==> src/rtl/mtf_pkg.sv <==
`default_nettype none
package mtf_pkg;

   localparam int DEPTH = 16;
   localparam int IDX_W = $clog2(DEPTH);
   localparam int CNT_W = $clog2(DEPTH + 1);
   localparam int VALUE_W = 32;
   localparam int MODE_W = 2;
   localparam int POS_OUT_W = 4;
   localparam int CNT_OUT_W = 5;

   localparam logic [MODE_W-1:0] MODE_APPEND = 2'd0;
   localparam logic [MODE_W-1:0] MODE_SEARCH = 2'd1;
   localparam logic [MODE_W-1:0] MODE_CLEAR  = 2'd2;

   localparam int STEP_W = 3;
   localparam logic [STEP_W-1:0] S_IDLE   = 3'd0;
   localparam logic [STEP_W-1:0] S_APPEND = 3'd1;
   localparam logic [STEP_W-1:0] S_CLEAR  = 3'd2;
   localparam logic [STEP_W-1:0] S_SCAN   = 3'd3;
   localparam logic [STEP_W-1:0] S_SHIFT  = 3'd4;
   localparam logic [STEP_W-1:0] S_FRONT  = 3'd5;
   localparam logic [STEP_W-1:0] S_DONE   = 3'd6;

   localparam int COND_W = 3;
   localparam logic [COND_W-1:0] C_NEVER    = 3'd0;
   localparam logic [COND_W-1:0] C_ALWAYS   = 3'd1;
   localparam logic [COND_W-1:0] C_ACCEPT   = 3'd2;
   localparam logic [COND_W-1:0] C_SCAN_END = 3'd3;
   localparam logic [COND_W-1:0] C_MATCH    = 3'd4;
   localparam logic [COND_W-1:0] C_IDX_ZERO = 3'd5;
   localparam logic [COND_W-1:0] C_OUT_FREE = 3'd6;

   localparam logic [1:0] IDX_HOLD     = 2'd0;
   localparam logic [1:0] IDX_ZERO     = 2'd1;
   localparam logic [1:0] IDX_INC_MISS = 2'd2;
   localparam logic [1:0] IDX_DEC      = 2'd3;

   localparam logic [1:0] CNT_HOLD   = 2'd0;
   localparam logic [1:0] CNT_ZERO   = 2'd1;
   localparam logic [1:0] CNT_APPEND = 2'd2;

   localparam logic [1:0] WR_NONE  = 2'd0;
   localparam logic [1:0] WR_SHIFT = 2'd1;
   localparam logic [1:0] WR_FRONT = 2'd2;

   typedef struct packed {
      logic              take;
      logic              map;
      logic [COND_W-1:0] cond_a;
      logic [STEP_W-1:0] tgt_a;
      logic [COND_W-1:0] cond_b;
      logic [STEP_W-1:0] tgt_b;
      logic [STEP_W-1:0] nxt;
      logic [1:0]        idx_op;
      logic [1:0]        cnt_op;
      logic [1:0]        wr_op;
      logic              cap_match;
      logic              out_load;
   } mtf_ctrl_type;

   typedef struct packed {
      logic              accept;
      logic              scan_end;
      logic              match;
      logic              idx_zero;
      logic              out_free;
      logic [MODE_W-1:0] mode;
   } mtf_status_type;

   function automatic mtf_ctrl_type mtf_program(input logic [STEP_W-1:0] step);
      mtf_ctrl_type w;
      w = '{take: 1'b0, map: 1'b0, cond_a: C_NEVER, tgt_a: S_IDLE, cond_b: C_NEVER,
            tgt_b: S_IDLE, nxt: S_IDLE, idx_op: IDX_HOLD, cnt_op: CNT_HOLD,
            wr_op: WR_NONE, cap_match: 1'b0, out_load: 1'b0};
      case (step)
         S_IDLE: begin
            w.take = 1'b1;
            w.map = 1'b1;
            w.cond_a = C_ACCEPT;
            w.nxt = S_IDLE;
            w.idx_op = IDX_ZERO;
         end
         S_APPEND: begin
            w.cond_a = C_ALWAYS;
            w.tgt_a = S_DONE;
            w.cnt_op = CNT_APPEND;
         end
         S_CLEAR: begin
            w.cond_a = C_ALWAYS;
            w.tgt_a = S_DONE;
            w.cnt_op = CNT_ZERO;
         end
         S_SCAN: begin
            w.cond_a = C_SCAN_END;
            w.tgt_a = S_DONE;
            w.cond_b = C_MATCH;
            w.tgt_b = S_SHIFT;
            w.nxt = S_SCAN;
            w.idx_op = IDX_INC_MISS;
            w.cap_match = 1'b1;
         end
         S_SHIFT: begin
            w.cond_a = C_IDX_ZERO;
            w.tgt_a = S_FRONT;
            w.nxt = S_SHIFT;
            w.idx_op = IDX_DEC;
            w.wr_op = WR_SHIFT;
         end
         S_FRONT: begin
            w.cond_a = C_ALWAYS;
            w.tgt_a = S_DONE;
            w.wr_op = WR_FRONT;
         end
         S_DONE: begin
            w.cond_a = C_OUT_FREE;
            w.tgt_a = S_IDLE;
            w.nxt = S_DONE;
            w.out_load = 1'b1;
         end
         default: begin
            w.cond_a = C_ALWAYS;
            w.tgt_a = S_IDLE;
         end
      endcase
      return w;
   endfunction

   function automatic logic mtf_cond(input logic [COND_W-1:0] c, input mtf_status_type s);
      logic r;
      case (c)
         C_ALWAYS:   r = 1'b1;
         C_ACCEPT:   r = s.accept;
         C_SCAN_END: r = s.scan_end;
         C_MATCH:    r = s.match;
         C_IDX_ZERO: r = s.idx_zero;
         C_OUT_FREE: r = s.out_free;
         default:    r = 1'b0;
      endcase
      return r;
   endfunction

endpackage
`default_nettype wire

==> src/rtl/mtf_sequencer.sv <==
`default_nettype none
module mtf_sequencer (
   input  wire logic                  clock,
   input  wire logic                  reset,
   input  wire mtf_pkg::mtf_status_type status,
   output mtf_pkg::mtf_ctrl_type       ctrl
);

   logic [mtf_pkg::STEP_W-1:0] step_ff;
   logic [mtf_pkg::STEP_W-1:0] step_in;
   logic [mtf_pkg::STEP_W-1:0] mode_target;

   assign ctrl = mtf_pkg::mtf_program(step_ff);

   always_comb begin
      case (status.mode)
         mtf_pkg::MODE_APPEND: mode_target = mtf_pkg::S_APPEND;
         mtf_pkg::MODE_SEARCH: mode_target = mtf_pkg::S_SCAN;
         mtf_pkg::MODE_CLEAR:  mode_target = mtf_pkg::S_CLEAR;
         default:              mode_target = mtf_pkg::S_DONE;
      endcase
   end

   always_comb begin
      if (mtf_pkg::mtf_cond(ctrl.cond_a, status)) begin
         step_in = ctrl.map ? mode_target : ctrl.tgt_a;
      end else if (mtf_pkg::mtf_cond(ctrl.cond_b, status)) begin
         step_in = ctrl.tgt_b;
      end else begin
         step_in = ctrl.nxt;
      end
   end

   always_ff @(posedge clock) begin
      if (reset) begin
         step_ff <= mtf_pkg::S_IDLE;
      end else begin
         step_ff <= step_in;
      end
   end

endmodule
`default_nettype wire

==> src/rtl/move_to_front_search_list_top.sv <==
`default_nettype none
// Move-to-front list of up to 16 32-bit entries. Each request word carries a mode in
// req_tuser (0 append, 1 search, 2 clear) and a value in req_tdata, and yields exactly
// one response word. A small microcode program steps a single-port register file
// one entry per cycle. Append and clear run their own step, then the done step; the
// unused mode goes straight to done. A search scans from the front to a match or the
// list end; a hit then shifts earlier entries back via the same port and fronts the key.
// A new request is taken as soon as the previous one has reached the response
// register, even while that response still waits to be taken.
module move_to_front_search_list_top (
   input  wire logic        clock,
   input  wire logic        reset,
   input  wire logic        req_tvalid,
   output logic             req_tready,
   input  wire logic [31:0] req_tdata,  // value[31:0]
   input  wire logic [1:0]  req_tuser,  // mode[1:0]
   output logic             rsp_tvalid,
   input  wire logic        rsp_tready,
   output logic [15:0]      rsp_tdata   // found[0], position[4:1], entry_count[9:5],
                                        // dropped[10], zero[15:11]
);

   localparam int IDX_W = mtf_pkg::IDX_W;
   localparam int CNT_W = mtf_pkg::CNT_W;

   mtf_pkg::mtf_ctrl_type   ctrl;
   mtf_pkg::mtf_status_type status;

   logic [mtf_pkg::VALUE_W-1:0] list_ff [mtf_pkg::DEPTH];
   logic [mtf_pkg::VALUE_W-1:0] key_ff;
   logic [CNT_W-1:0]            count_ff, count_in;
   logic [CNT_W-1:0]            idx_ff, idx_in;
   logic                        found_ff, found_in;
   logic [IDX_W-1:0]            pos_ff, pos_in;
   logic                        dropped_ff, dropped_in;
   logic                        rsp_valid_ff, rsp_valid_in;
   logic [15:0]                 rsp_data_ff, rsp_data_in;

   logic                        accept;
   logic                        full;
   logic [IDX_W-1:0]            rd_addr;
   logic [mtf_pkg::VALUE_W-1:0] rd_data;

   mtf_sequencer u_seq (
      .clock  (clock),
      .reset  (reset),
      .status (status),
      .ctrl   (ctrl)
   );

   assign req_tready = ctrl.take;
   assign accept = req_tvalid && req_tready;
   assign full = (count_ff == CNT_W'(mtf_pkg::DEPTH));
   assign rd_addr = (ctrl.wr_op == mtf_pkg::WR_SHIFT) ? idx_ff[IDX_W-1:0] - IDX_W'(1)
                                                      : idx_ff[IDX_W-1:0];
   assign rd_data = list_ff[rd_addr];

   always_comb begin
      status.accept = accept;
      status.scan_end = (idx_ff >= count_ff);
      status.match = !status.scan_end && (rd_data == key_ff);
      status.idx_zero = (idx_ff == '0);
      status.out_free = !rsp_valid_ff || rsp_tready;
      status.mode = req_tuser;
   end

   always_comb begin
      idx_in = idx_ff;
      case (ctrl.idx_op)
         mtf_pkg::IDX_ZERO:     idx_in = '0;
         mtf_pkg::IDX_INC_MISS: idx_in = status.match ? idx_ff : idx_ff + CNT_W'(1);
         mtf_pkg::IDX_DEC:      idx_in = idx_ff - CNT_W'(1);
         default:               idx_in = idx_ff;
      endcase

      count_in = count_ff;
      case (ctrl.cnt_op)
         mtf_pkg::CNT_ZERO:   count_in = '0;
         mtf_pkg::CNT_APPEND: count_in = full ? count_ff : count_ff + CNT_W'(1);
         default:             count_in = count_ff;
      endcase

      found_in = found_ff;
      pos_in = pos_ff;
      dropped_in = dropped_ff;
      if (accept) begin
         found_in = 1'b0;
         pos_in = '0;
         dropped_in = 1'b0;
      end
      if (ctrl.cap_match && status.match) begin
         found_in = 1'b1;
         pos_in = idx_ff[IDX_W-1:0];
      end
      if (ctrl.cnt_op == mtf_pkg::CNT_APPEND && full) begin
         dropped_in = 1'b1;
      end

      rsp_valid_in = rsp_valid_ff && !rsp_tready;
      rsp_data_in = rsp_data_ff;
      if (ctrl.out_load && status.out_free) begin
         rsp_valid_in = 1'b1;
         rsp_data_in = {5'b0, dropped_ff, mtf_pkg::CNT_OUT_W'(count_ff),
                        mtf_pkg::POS_OUT_W'(pos_ff), found_ff};
      end
   end

   always_ff @(posedge clock) begin
      if (ctrl.cnt_op == mtf_pkg::CNT_APPEND && !full) begin
         list_ff[count_ff[IDX_W-1:0]] <= key_ff;
      end else if (ctrl.wr_op == mtf_pkg::WR_SHIFT && !status.idx_zero) begin
         list_ff[idx_ff[IDX_W-1:0]] <= rd_data;
      end else if (ctrl.wr_op == mtf_pkg::WR_FRONT) begin
         list_ff[0] <= key_ff;
      end
   end

   always_ff @(posedge clock) begin
      if (accept) begin
         key_ff <= req_tdata;
      end
      idx_ff <= idx_in;
      found_ff <= found_in;
      pos_ff <= pos_in;
      dropped_ff <= dropped_in;
      rsp_data_ff <= rsp_data_in;
   end

   always_ff @(posedge clock) begin
      if (reset) begin
         count_ff <= '0;
         rsp_valid_ff <= 1'b0;
      end else begin
         count_ff <= count_in;
         rsp_valid_ff <= rsp_valid_in;
      end
   end

   assign rsp_tvalid = rsp_valid_ff;
   assign rsp_tdata = rsp_data_ff;

`ifndef SYNTHESIS
   a_count_bound: assert property (@(posedge clock) disable iff (reset)
      count_ff <= CNT_W'(mtf_pkg::DEPTH))
      else $error("entry count exceeds list depth");

   a_found_not_dropped: assert property (@(posedge clock) disable iff (reset)
      rsp_tvalid |-> !(rsp_tdata[0] && rsp_tdata[10]))
      else $error("response both found and dropped");

   a_found_in_range: assert property (@(posedge clock) disable iff (reset)
      (rsp_tvalid && rsp_tdata[0]) |-> ({1'b0, rsp_tdata[4:1]} < rsp_tdata[9:5]))
      else $error("found position outside the valid entries");

   a_miss_pos_zero: assert property (@(posedge clock) disable iff (reset)
      (rsp_tvalid && !rsp_tdata[0]) |-> (rsp_tdata[4:1] == 4'd0))
      else $error("position nonzero without a match");

   a_busy_no_take: assert property (@(posedge clock) disable iff (reset)
      (accept && req_tuser == mtf_pkg::MODE_SEARCH) |=> !req_tready)
      else $error("request taken while a search is running");
`endif

endmodule
`default_nettype wire
==> config.mk <==
export PLATFORM = sky130hd
export DESIGN_NAME = move_to_front_search_list_top
export DESIGN_NICKNAME = d
export VERILOG_FILES = /design/src/rtl/mtf_pkg.sv /design/src/rtl/mtf_sequencer.sv /design/src/rtl/move_to_front_search_list_top.sv
export SDC_FILE = /design/constraint.sdc
export NUM_CORES = 1
export LEC_CHECK = 0
export ABC_AREA = 1
export BUFFER_PORTS_ARGS = -buffer_cell sky130_fd_sc_hd__buf_2
export CORE_MARGIN = 4
export CORE_UTILIZATION = 67
export CTS_CLUSTER_DIAMETER = 150
export DETAILED_ROUTE_END_ITERATION = 10
export PLACE_DENSITY_LB_ADDON = 0.12
export SKIP_CTS_REPAIR_TIMING = 1
export SYNTH_ARGS = -nofsm -noshare
export SYNTH_HDL_FRONTEND = slang
export SYNTH_HIERARCHICAL = 1
export SYNTH_SLANG_ARGS = --single-unit
export TNS_END_PERCENT = 20
==> constraint.sdc <==
create_clock -name clock -period 7.6 [get_ports clock]
set_input_delay 0.76 -clock clock [delete_from_list [all_inputs] [get_ports clock]]
set_output_delay 0.76 -clock clock [all_outputs]
set_load 0.02 [all_outputs]
# Word-level counts from Yosys, hierarchy flattened

Memory sizes are Yosys's and may differ from the RTL's.
Cells that the tools add are included.

Bits in registers: 63
Latch bits: 0
RAM bits: 512
Memory bits (read-only): 0
Bits of input ports: 38
Output and inout port bits: 18
Logic and storage cells: 111
Memories: 1

Add/subtract/negate cells: 4
Multipliers: 0
Div/mod/pow operators: 0
Magnitude comparators: 1
Equal/unequal tests: 31
Shift operators: 0
Muxes and demuxes: 40
Bitwise gates (word level): 0
Reduce and logical (&&, ||, !) cells: 25

Memories:

| name    | depth | bits a word | read ports | clocked after Yosys merged registers in | write ports | line                                | RTL |
|---|---|---|---|---|---|---|---|
| list_ff | 16    | 32          | 1          | 0                                       | 1           | move_to_front_search_list_top.sv:29 | `logic [mtf_pkg::VALUE_W-1:0] list_ff [mtf_pkg::DEPTH];` |

Operators with widths:

| kind                | count |
|---|---|
| $mux 32             | 2 |
| $reduce_or 32->1    | 2 |
| $eq 32x32->1        | 1 |
| $eq 3x3->1 const B  | 9 |
| $mux 4              | 5 |
| $eq 3x2->1 const B  | 6 |
| $pmux 3 s3          | 2 |
| $mux 1              | 15 |
| $pmux 5 s3          | 1 |
| $pmux 1 s6          | 2 |
| $pmux 3 s4          | 1 |
| $add 5x1->5 const B | 2 |
| $eq 2x2->1 const B  | 5 |
| $mux 5              | 2 |
| $pmux 5 s2          | 1 |
| $eq 3x1->1 const B  | 3 |
| $mux 3              | 3 |
| $eq 2x1->1 const B  | 4 |
| $logic_and 1x1->1   | 8 |
| $pmux 2 s2          | 2 |
| $mux 6              | 1 |
| $pmux 2 s3          | 1 |
| $pmux 3 s2          | 1 |
| $eq 5x5->1 const B  | 1 |
| 14 further kinds    | 21 |

# Depth between registers and ports, before layout

Gate-level depths: netlist of the first run.
An unclocked memory read counts as a cell.

Word-level depth: 11
Gate-level depth with buffers: 29
Gate-level depth less buffers: 27

# Cells and area by module

The synthesis of the first run kept the hierarchy.

Modules (own cells, without submodules):

| module                        | times used | cells an instance | area each (um^2) | sequential area each (um^2) |
|---|---|---|---|---|
| move_to_front_search_list_top | 1          | 2,070             | 23,855.4         | 17,096.4 |
| mtf_sequencer                 | 1          | 73                | 415.4            | 60.1 |

# Least setup slack after synthesis of the first run

Ideal clock, no wire load.

Kind: register -> register
Start: reg u_seq/step_ff[0] in the netlist's numbering
End: mem list_ff[11][0] in the netlist's numbering (enable)
Setup time: 0.421 ns
Arrival time: 3.339 ns
Required time: 7.179 ns
Path slack: 3.840 ns
Cell stages (with the launch flop): 15
Path buffers: 1
Period minus slack after synthesis: 3.760 ns
Cell sequence: dfxtp_1 -> nor2_2 -> nand2_2 -> inv_1 -> nand2_2 -> nor2_1 -> inv_1 -> nor2_1 -> inv_1 -> clkbuf_1 -> a21oi_1 -> inv_1 -> nor2_1 -> nand2_1 -> nor2_1

RTL lines:

| what                     | line                                | RTL |
|---|---|---|
| start: declaration       | mtf_sequencer.sv:9                  | `logic [mtf_pkg::STEP_W-1:0] step_ff;` |
| start signal: assignment | mtf_sequencer.sv:36                 | `step_ff <= mtf_pkg::S_IDLE;` |
| start signal: assignment | mtf_sequencer.sv:38                 | `step_ff <= step_in;` |
| end: declaration         | move_to_front_search_list_top.sv:29 |  |

==> results of run 1 <==
## area by class of cell
type                    instances  area [sq um]  share of cell area [%]
inverters                      62           234                   0.876
clock buffers                  65          1410                    5.29
well taps                     461           577                    2.16
multi-input cells            1378          6430                    24.1
repair buffers                109           706                    2.64
flip-flops and latches        575         17200                    64.2
clock inverters                33           205                   0.768
## worst max-delay path: cells and delay by family (launching register included)
family	cells	cell delay (ns)
and+or+nand+nor	16	2.91
buffers and inverters	4	1.36
DFF	1	0.50
## registers in the layout (all words and copies together) (netlist names), 3 cells and up
name           flops
count_ff           5
idx_ff             5
key_ff            32
rsp_tdata         11
u_seq/step_ff      3
pos_ff             4
list_ff          512
## power by group through the flow
stage	registers, mW	clock network [mW]	logic [mW]
after floorplan	4.32	0	3.28
after global placement	4.33	0	4.53
after detailed placement	4.33	0	4.66
after CTS	4.27	2.53	4.71
after global routing	4.29	2.66	5.28
final	4.27	2.51	4.80
## metal layers
metal  GRT usage, %  vias to the layer above  part of all wire, %
li1               -                     7588                    -
met1           44.1                     8021                   38
met2           48.6                     1002                   47
met3           5.55                      168                   11
met4           13.3                        0                  4.0
met5              0                        -                    0
## cell usage in the layout (no fill, tap or decap), types with 8 or more instances in the layout
master	count
a21oi_1	18
buf_2	50
buf_4	58
clkbuf_1	10
clkbuf_16	55
clkinv_1	14
clkinv_2	14
dfxtp_1	11
edfxtp_1	564
ha_1	12
inv_1	52
inv_2	8
nand2_1	650
nand3_1	526
nand3b_1	10
nor2_1	58
nor2_4	17
o21ai_0	40
## how the worst max path moves through the flow
stage	startpoint	endpoint
finish	u_seq/step_ff[2]$_SDFF_PP0_	pos_ff[2]$_SDFFCE_PN0P_
global route	u_seq/step_ff[2]$_SDFF_PP0_	pos_ff[2]$_SDFFCE_PN0P_
CTS	u_seq/step_ff[2]$_SDFF_PP0_	pos_ff[2]$_SDFFCE_PN0P_
detailed placement	u_seq/step_ff[2]$_SDFF_PP0_	pos_ff[2]$_SDFFCE_PN0P_
global placement	u_seq/step_ff[2]$_SDFF_PP0_	pos_ff[0]$_SDFFCE_PN0P_
floorplan	u_seq/step_ff[1]$_SDFF_PP0_	list_ff[11][0]$_DFFE_PP_
## stage by stage
stage	worst slack, ns	util (%)	hold slack (ns)
after global routing	2.01	75.1	0.311
after CTS	2.52	75.1	0.297
final	2.31	75.1	0.322
after global placement	2.60	70.6	0.406
after floorplan	3.87	-	0.400
after detailed placement	2.55	70.6	0.406
==> results.json, run 1 <==
{
  "status": "finished clean",
  "initial_utilization_pct": 68.0,
  "syn_to_final_growth_pct": 10.5,
  "nets": 2232,
  "grt_overflow_total": 0,
  "cts_root_buffer": "clkbuf_16",
  "netlist_area_sq_mm": 0.0242,
  "power.total_mw": 11.6,
  "crit_path_max_fanout": 148,
  "gp_congestion": 0.853,
  "clock_latency_ns": 0.61,
  "avgSynthCellArea_sq_um": 11.4,
  "yosysWarnings": 6,
  "finalCriticalPeriod_ns": 5.29,
  "grt_pass1_vias": 16086,
  "slowest_delay_ns": 0.62,
  "htreeDepth": 2,
  "final_antenna_net_count": 0,
  "clk_pin_slew_worst_paths_ns": 0.06,
  "cp-end-kind": "register",
  "grt_pass1_wl_microns": 92600,
  "place_hpwl_microns": 31600,
  "worst-r2r-setup-slack_ns": 2.31,
  "place_area_sq_mm": 0.0251,
  "power.density_mw_per_mm2": 433,
  "fin_area_sq_mm": 0.0267,
  "tightest_slew_ns": 1.15,
  "p_seq_share_pct": 36.9,
  "critical_path_class": "reg -> reg",
  "numCtsBuffers": 55,
  "grt_setup_unrepaired": "no",
  "r2r_end": "pos_ff[2]$_SDFFCE_PN0P_",
  "crit_top_cell": "nand2_1",
  "core-area_sq_mm": 0.0356,
  "dr.pass1.iters": 5,
  "worstPathRequired_ns": 7.90,
  "cp_cell_sequence": "clkinv_2, nor2_1, inv_1, nand3_2, buf_4, nand2_8, buf_12, nand2_1, nand3_1, nand3_1, nand3_1, nand3_1, nand2_1, nor2_1, nand2_1, nor2_1, nand2_1, nor2_1, nand3_2, nand2_1",
  "wl_microns": 60800,
  "clkPwrFrac_pct": 21.7,
  "min_to": "key_ff[0]$_DFFE_PP_",
  "period_share_pct": 69.6,
  "antenna_found_initial": 0,
  "cpMaxStageDelayCell": "nand2_8",
  "io_buffers": 50,
  "skew_ns": 0.0144,
  "max_freq_mhz": 189,
  "vias": 16779,
  "hold_class": "in -> reg",
  "die_height_microns": 198,
  "tns_ns": 0,
  "cts_tree": "built",
  "drive_gt1_share_pct": 10.2,
  "drtIter0Drc": 2052,
  "sw_frac_of_total_pct": 41.0,
  "clk_path_buf_depth": 3,
  "clock_sinks": 575,
  "comb_power_share_pct": 41.4,
  "cellLeakagePower_nw": 9.79,
  "syn_inst": 2129,
  "grt_max_degree": 170,
  "setup_viol": 0,
  "drc": 0,
  "rr_worst_depth": 20,
  "dp.cells": 2585,
  "rows": 69,
  "die-area_sq_mm": 0.0392,
  "n_fill_cell": 2277,
  "power.internal_mw": 6.83,
  "wl_per_cell_microns": 22.7,
  "peakVddDrop_v": 0.000762,
  "cp_data_arrival_time_ns": 5.59,
  "relSlewSlack_pct": 23.1,
  "min-delay-start": "req_tdata[0]",
  "p_switching_mw": 4.75,
  "io-pin-count": 56,
  "reg2reg_from": "u_seq/step_ff[2]$_SDFF_PP0_",
  "antenna_cells": 0,
  "drv_slew": 0,
  "hold_viol_final": 0,
  "die_w_microns": 198,
  "maxCapViolations": 0,
  "hold_depth": 1,
  "instances_no_fill": 2683,
  "vias_per_cell": 6.25,
  "setup.worst_path.start_class": "register",
  "grt_usage_pct": 31.1
}
No activity file was read; power rests on OpenSTA's default activity.
==> inputs of run 2 (changes only) <==
--- a/config.mk
+++ b/config.mk
@@ -8,7 +8,7 @@
 export ABC_AREA = 1
 export BUFFER_PORTS_ARGS = -buffer_cell sky130_fd_sc_hd__buf_2
 export CORE_MARGIN = 4
-export CORE_UTILIZATION = 67
+export CORE_UTILIZATION = 62
 export CTS_CLUSTER_DIAMETER = 150
 export DETAILED_ROUTE_END_ITERATION = 10
 export PLACE_DENSITY_LB_ADDON = 0.12
==> constraint.sdc (replaced) <==
create_clock -name clock -period 5.4 [get_ports clock]
set_input_delay 0.54 -clock clock [delete_from_list [all_inputs] [get_ports clock]]
set_output_delay 0.54 -clock clock [all_outputs]
set_load 0.02 [all_outputs]
==> run 2 against run 1 <==
Against the previous run: total power is 46% higher; register-to-register slack worse by 1.5 ns; final cell count is 3.1% higher.
==> results.json, run 2 (same netlist as run 1, synthesis figures left out) <==
{
  "final_cell_mix": "nand2_1 (650), edfxtp_1 (564), nand3_1 (526)",
  "max_freq_mhz": 219,
  "power.total_mw": 16.9,
  "grt_setup_unrepaired": "no",
  "final_common_cell": "nand2_1",
  "drtIter0Drc": 1905,
  "p_switching_mw": 6.78,
  "crit_top_cell": "nand2_1",
  "clock_latency_ns": 0.61,
  "die_w_microns": 206,
  "grt_max_degree": 111,
  "drc": 0,
  "die-area_sq_mm": 0.0422,
  "critical_path_class": "reg -> reg",
  "place_hpwl_microns": 34300,
  "hold_viol_final": 0,
  "power.internal_mw": 10.1,
  "final_antenna_net_count": 0,
  "slowest_delay_ns": 0.59,
  "clkPwrFrac_pct": 23.0,
  "place_area_sq_mm": 0.0254,
  "io_buffers": 50,
  "die_height_microns": 206,
  "maxCapViolations": 0,
  "setup_viol": 0,
  "numCtsBuffers": 57,
  "htreeDepth": 2,
  "antenna_found_initial": 0,
  "status": "finished clean",
  "clk_pin_slew_worst_paths_ns": 0.06,
  "initial_utilization_pct": 62.6,
  "tns_ns": 0,
  "dr.pass1.iters": 6,
  "grt_pass1_vias": 15946,
  "hold_class": "in -> reg",
  "cts_tree": "built",
  "antenna_cells": 0,
  "grt_usage_pct": 29.2,
  "io-pin-count": 56,
  "cpMaxStageDelayCell": "xor2_4",
  "relSlewSlack_pct": 33.2,
  "cp_cell_sequence": "nor2_2, nand2_2, inv_1, inv_1, nor2_1, nand4_1, xor2_4, inv_2, nand3_1, nand2_1, nand2_1, nand2_1, nor2_1, nand2_1, inv_1, nand2_1, nor2_1, nand3_1, inv_1, inv_1, o21ai_1, nand3_1, nand2_1, nor2_1",
  "power.density_mw_per_mm2": 619,
  "cellLeakagePower_nw": 10.0,
  "fin_area_sq_mm": 0.0272,
  "drive_gt1_share_pct": 11.2,
  "cp-end-kind": "register",
  "grt_pass1_wl_microns": 93300,
  "period_share_pct": 84.4,
  "vias_per_cell": 6.04,
  "tightest_slew_ns": 1.00,
  "top_register": "list_ff",
  "cp_data_arrival_time_ns": 5.05,
  "cts_root_buffer": "clkbuf_16",
  "drv_slew": 0,
  "crit_family": "simple AND/OR/NAND/NOR gates",
  "clk_path_buf_depth": 3,
  "rows": 72,
  "critPathBufInv": 6,
  "wl_per_cell_microns": 22.2,
  "setup.worst_path.start_class": "register",
  "grt_overflow_total": 0,
  "syn_to_final_growth_pct": 12.6,
  "gp_congestion": 0.844,
  "skew_ns": 0.0165,
  "comb_power_share_pct": 41.3,
  "crit_path_max_fanout": 32,
  "sw_frac_of_total_pct": 40.2,
  "largest_register_ffs": 512,
  "peakVddDrop_v": 0.000459,
  "worstPathRequired_ns": 5.89,
  "vias": 16703,
  "p_seq_share_pct": 35.7,
  "nets": 2254,
  "wl_microns": 61400,
  "clock_sinks": 575,
  "n_fill_cell": 2699,
  "core-area_sq_mm": 0.0386,
  "finalCriticalPeriod_ns": 4.56
}
-- run 2: final cells by class --
type	instances	area, sq um	area share (%)
Sequential cell	575	17200	63.0
Multi-Input combinational cell	1378	6430	23.6
Clock buffer	71	1500	5.51
Timing Repair Buffer	129	943	3.46
Tap cell	518	648	2.38
Clock inverter	34	328	1.20
Inverter	62	234	0.859
-- run 2: worst paths after layout --
kind | startpoint | end | slack, ns | cells past startpoint
setup / recovery | u_seq/step_ff[0]$_SDFF_PP0_ | u_seq/step_ff[1]$_SDFF_PP0_ | 0.84 | 24
hold / removal | req_tdata[6] | key_ff[6]$_DFFE_PP_ | 0.10 | 1
setup reg to reg | u_seq/step_ff[0]$_SDFF_PP0_ | u_seq/step_ff[1]$_SDFF_PP0_ | 0.84 | 24
hold reg to reg | pos_ff[2]$_SDFFCE_PN0P_ | rsp_tdata[3]$_DFFE_PP_ | 0.42 | 0
-- run 2: stage by stage --
step | utilization (%) | std cells | setup WS, ns | hold slack (ns)
6_report | 70.5 | 2767 | 0.843 | 0.102
5_1_grt | 70.5 | 2767 | 0.565 | 0.0740
4_1_cts | 70.5 | 2767 | 0.969 | 0.0724
3_5_place_dp | 65.7 | 2662 | 0.994 | 0.405
3_3_place_gp | 65.7 | 2662 | 1.06 | 0.410
2_1_floorplan | - | 2133 | 1.67 | 0.400
-- run 2: per-layer routing --
layer / vias to the layer above / global-route usage (%) / share of wire, %
met5: - / 0 / 0
met4: 0 / 10.1 / 3.6
met3: 163 / 5.66 / 10
met2: 884 / 47.1 / 48
met1: 8012 / 40.5 / 39
li1: 7644 / - / -
-- run 2: power groups by stage --
stage | registers, mW | logic [mW] | clock network [mW]
4_1_cts | 6.01 | 6.89 | 3.92
3_3_place_gp | 6.09 | 6.66 | 0
5_1_grt | 6.04 | 7.67 | 4.13
2_1_floorplan | 6.08 | 4.61 | 0
6_report | 6.01 | 6.97 | 3.88
3_5_place_dp | 6.10 | 6.84 | 0
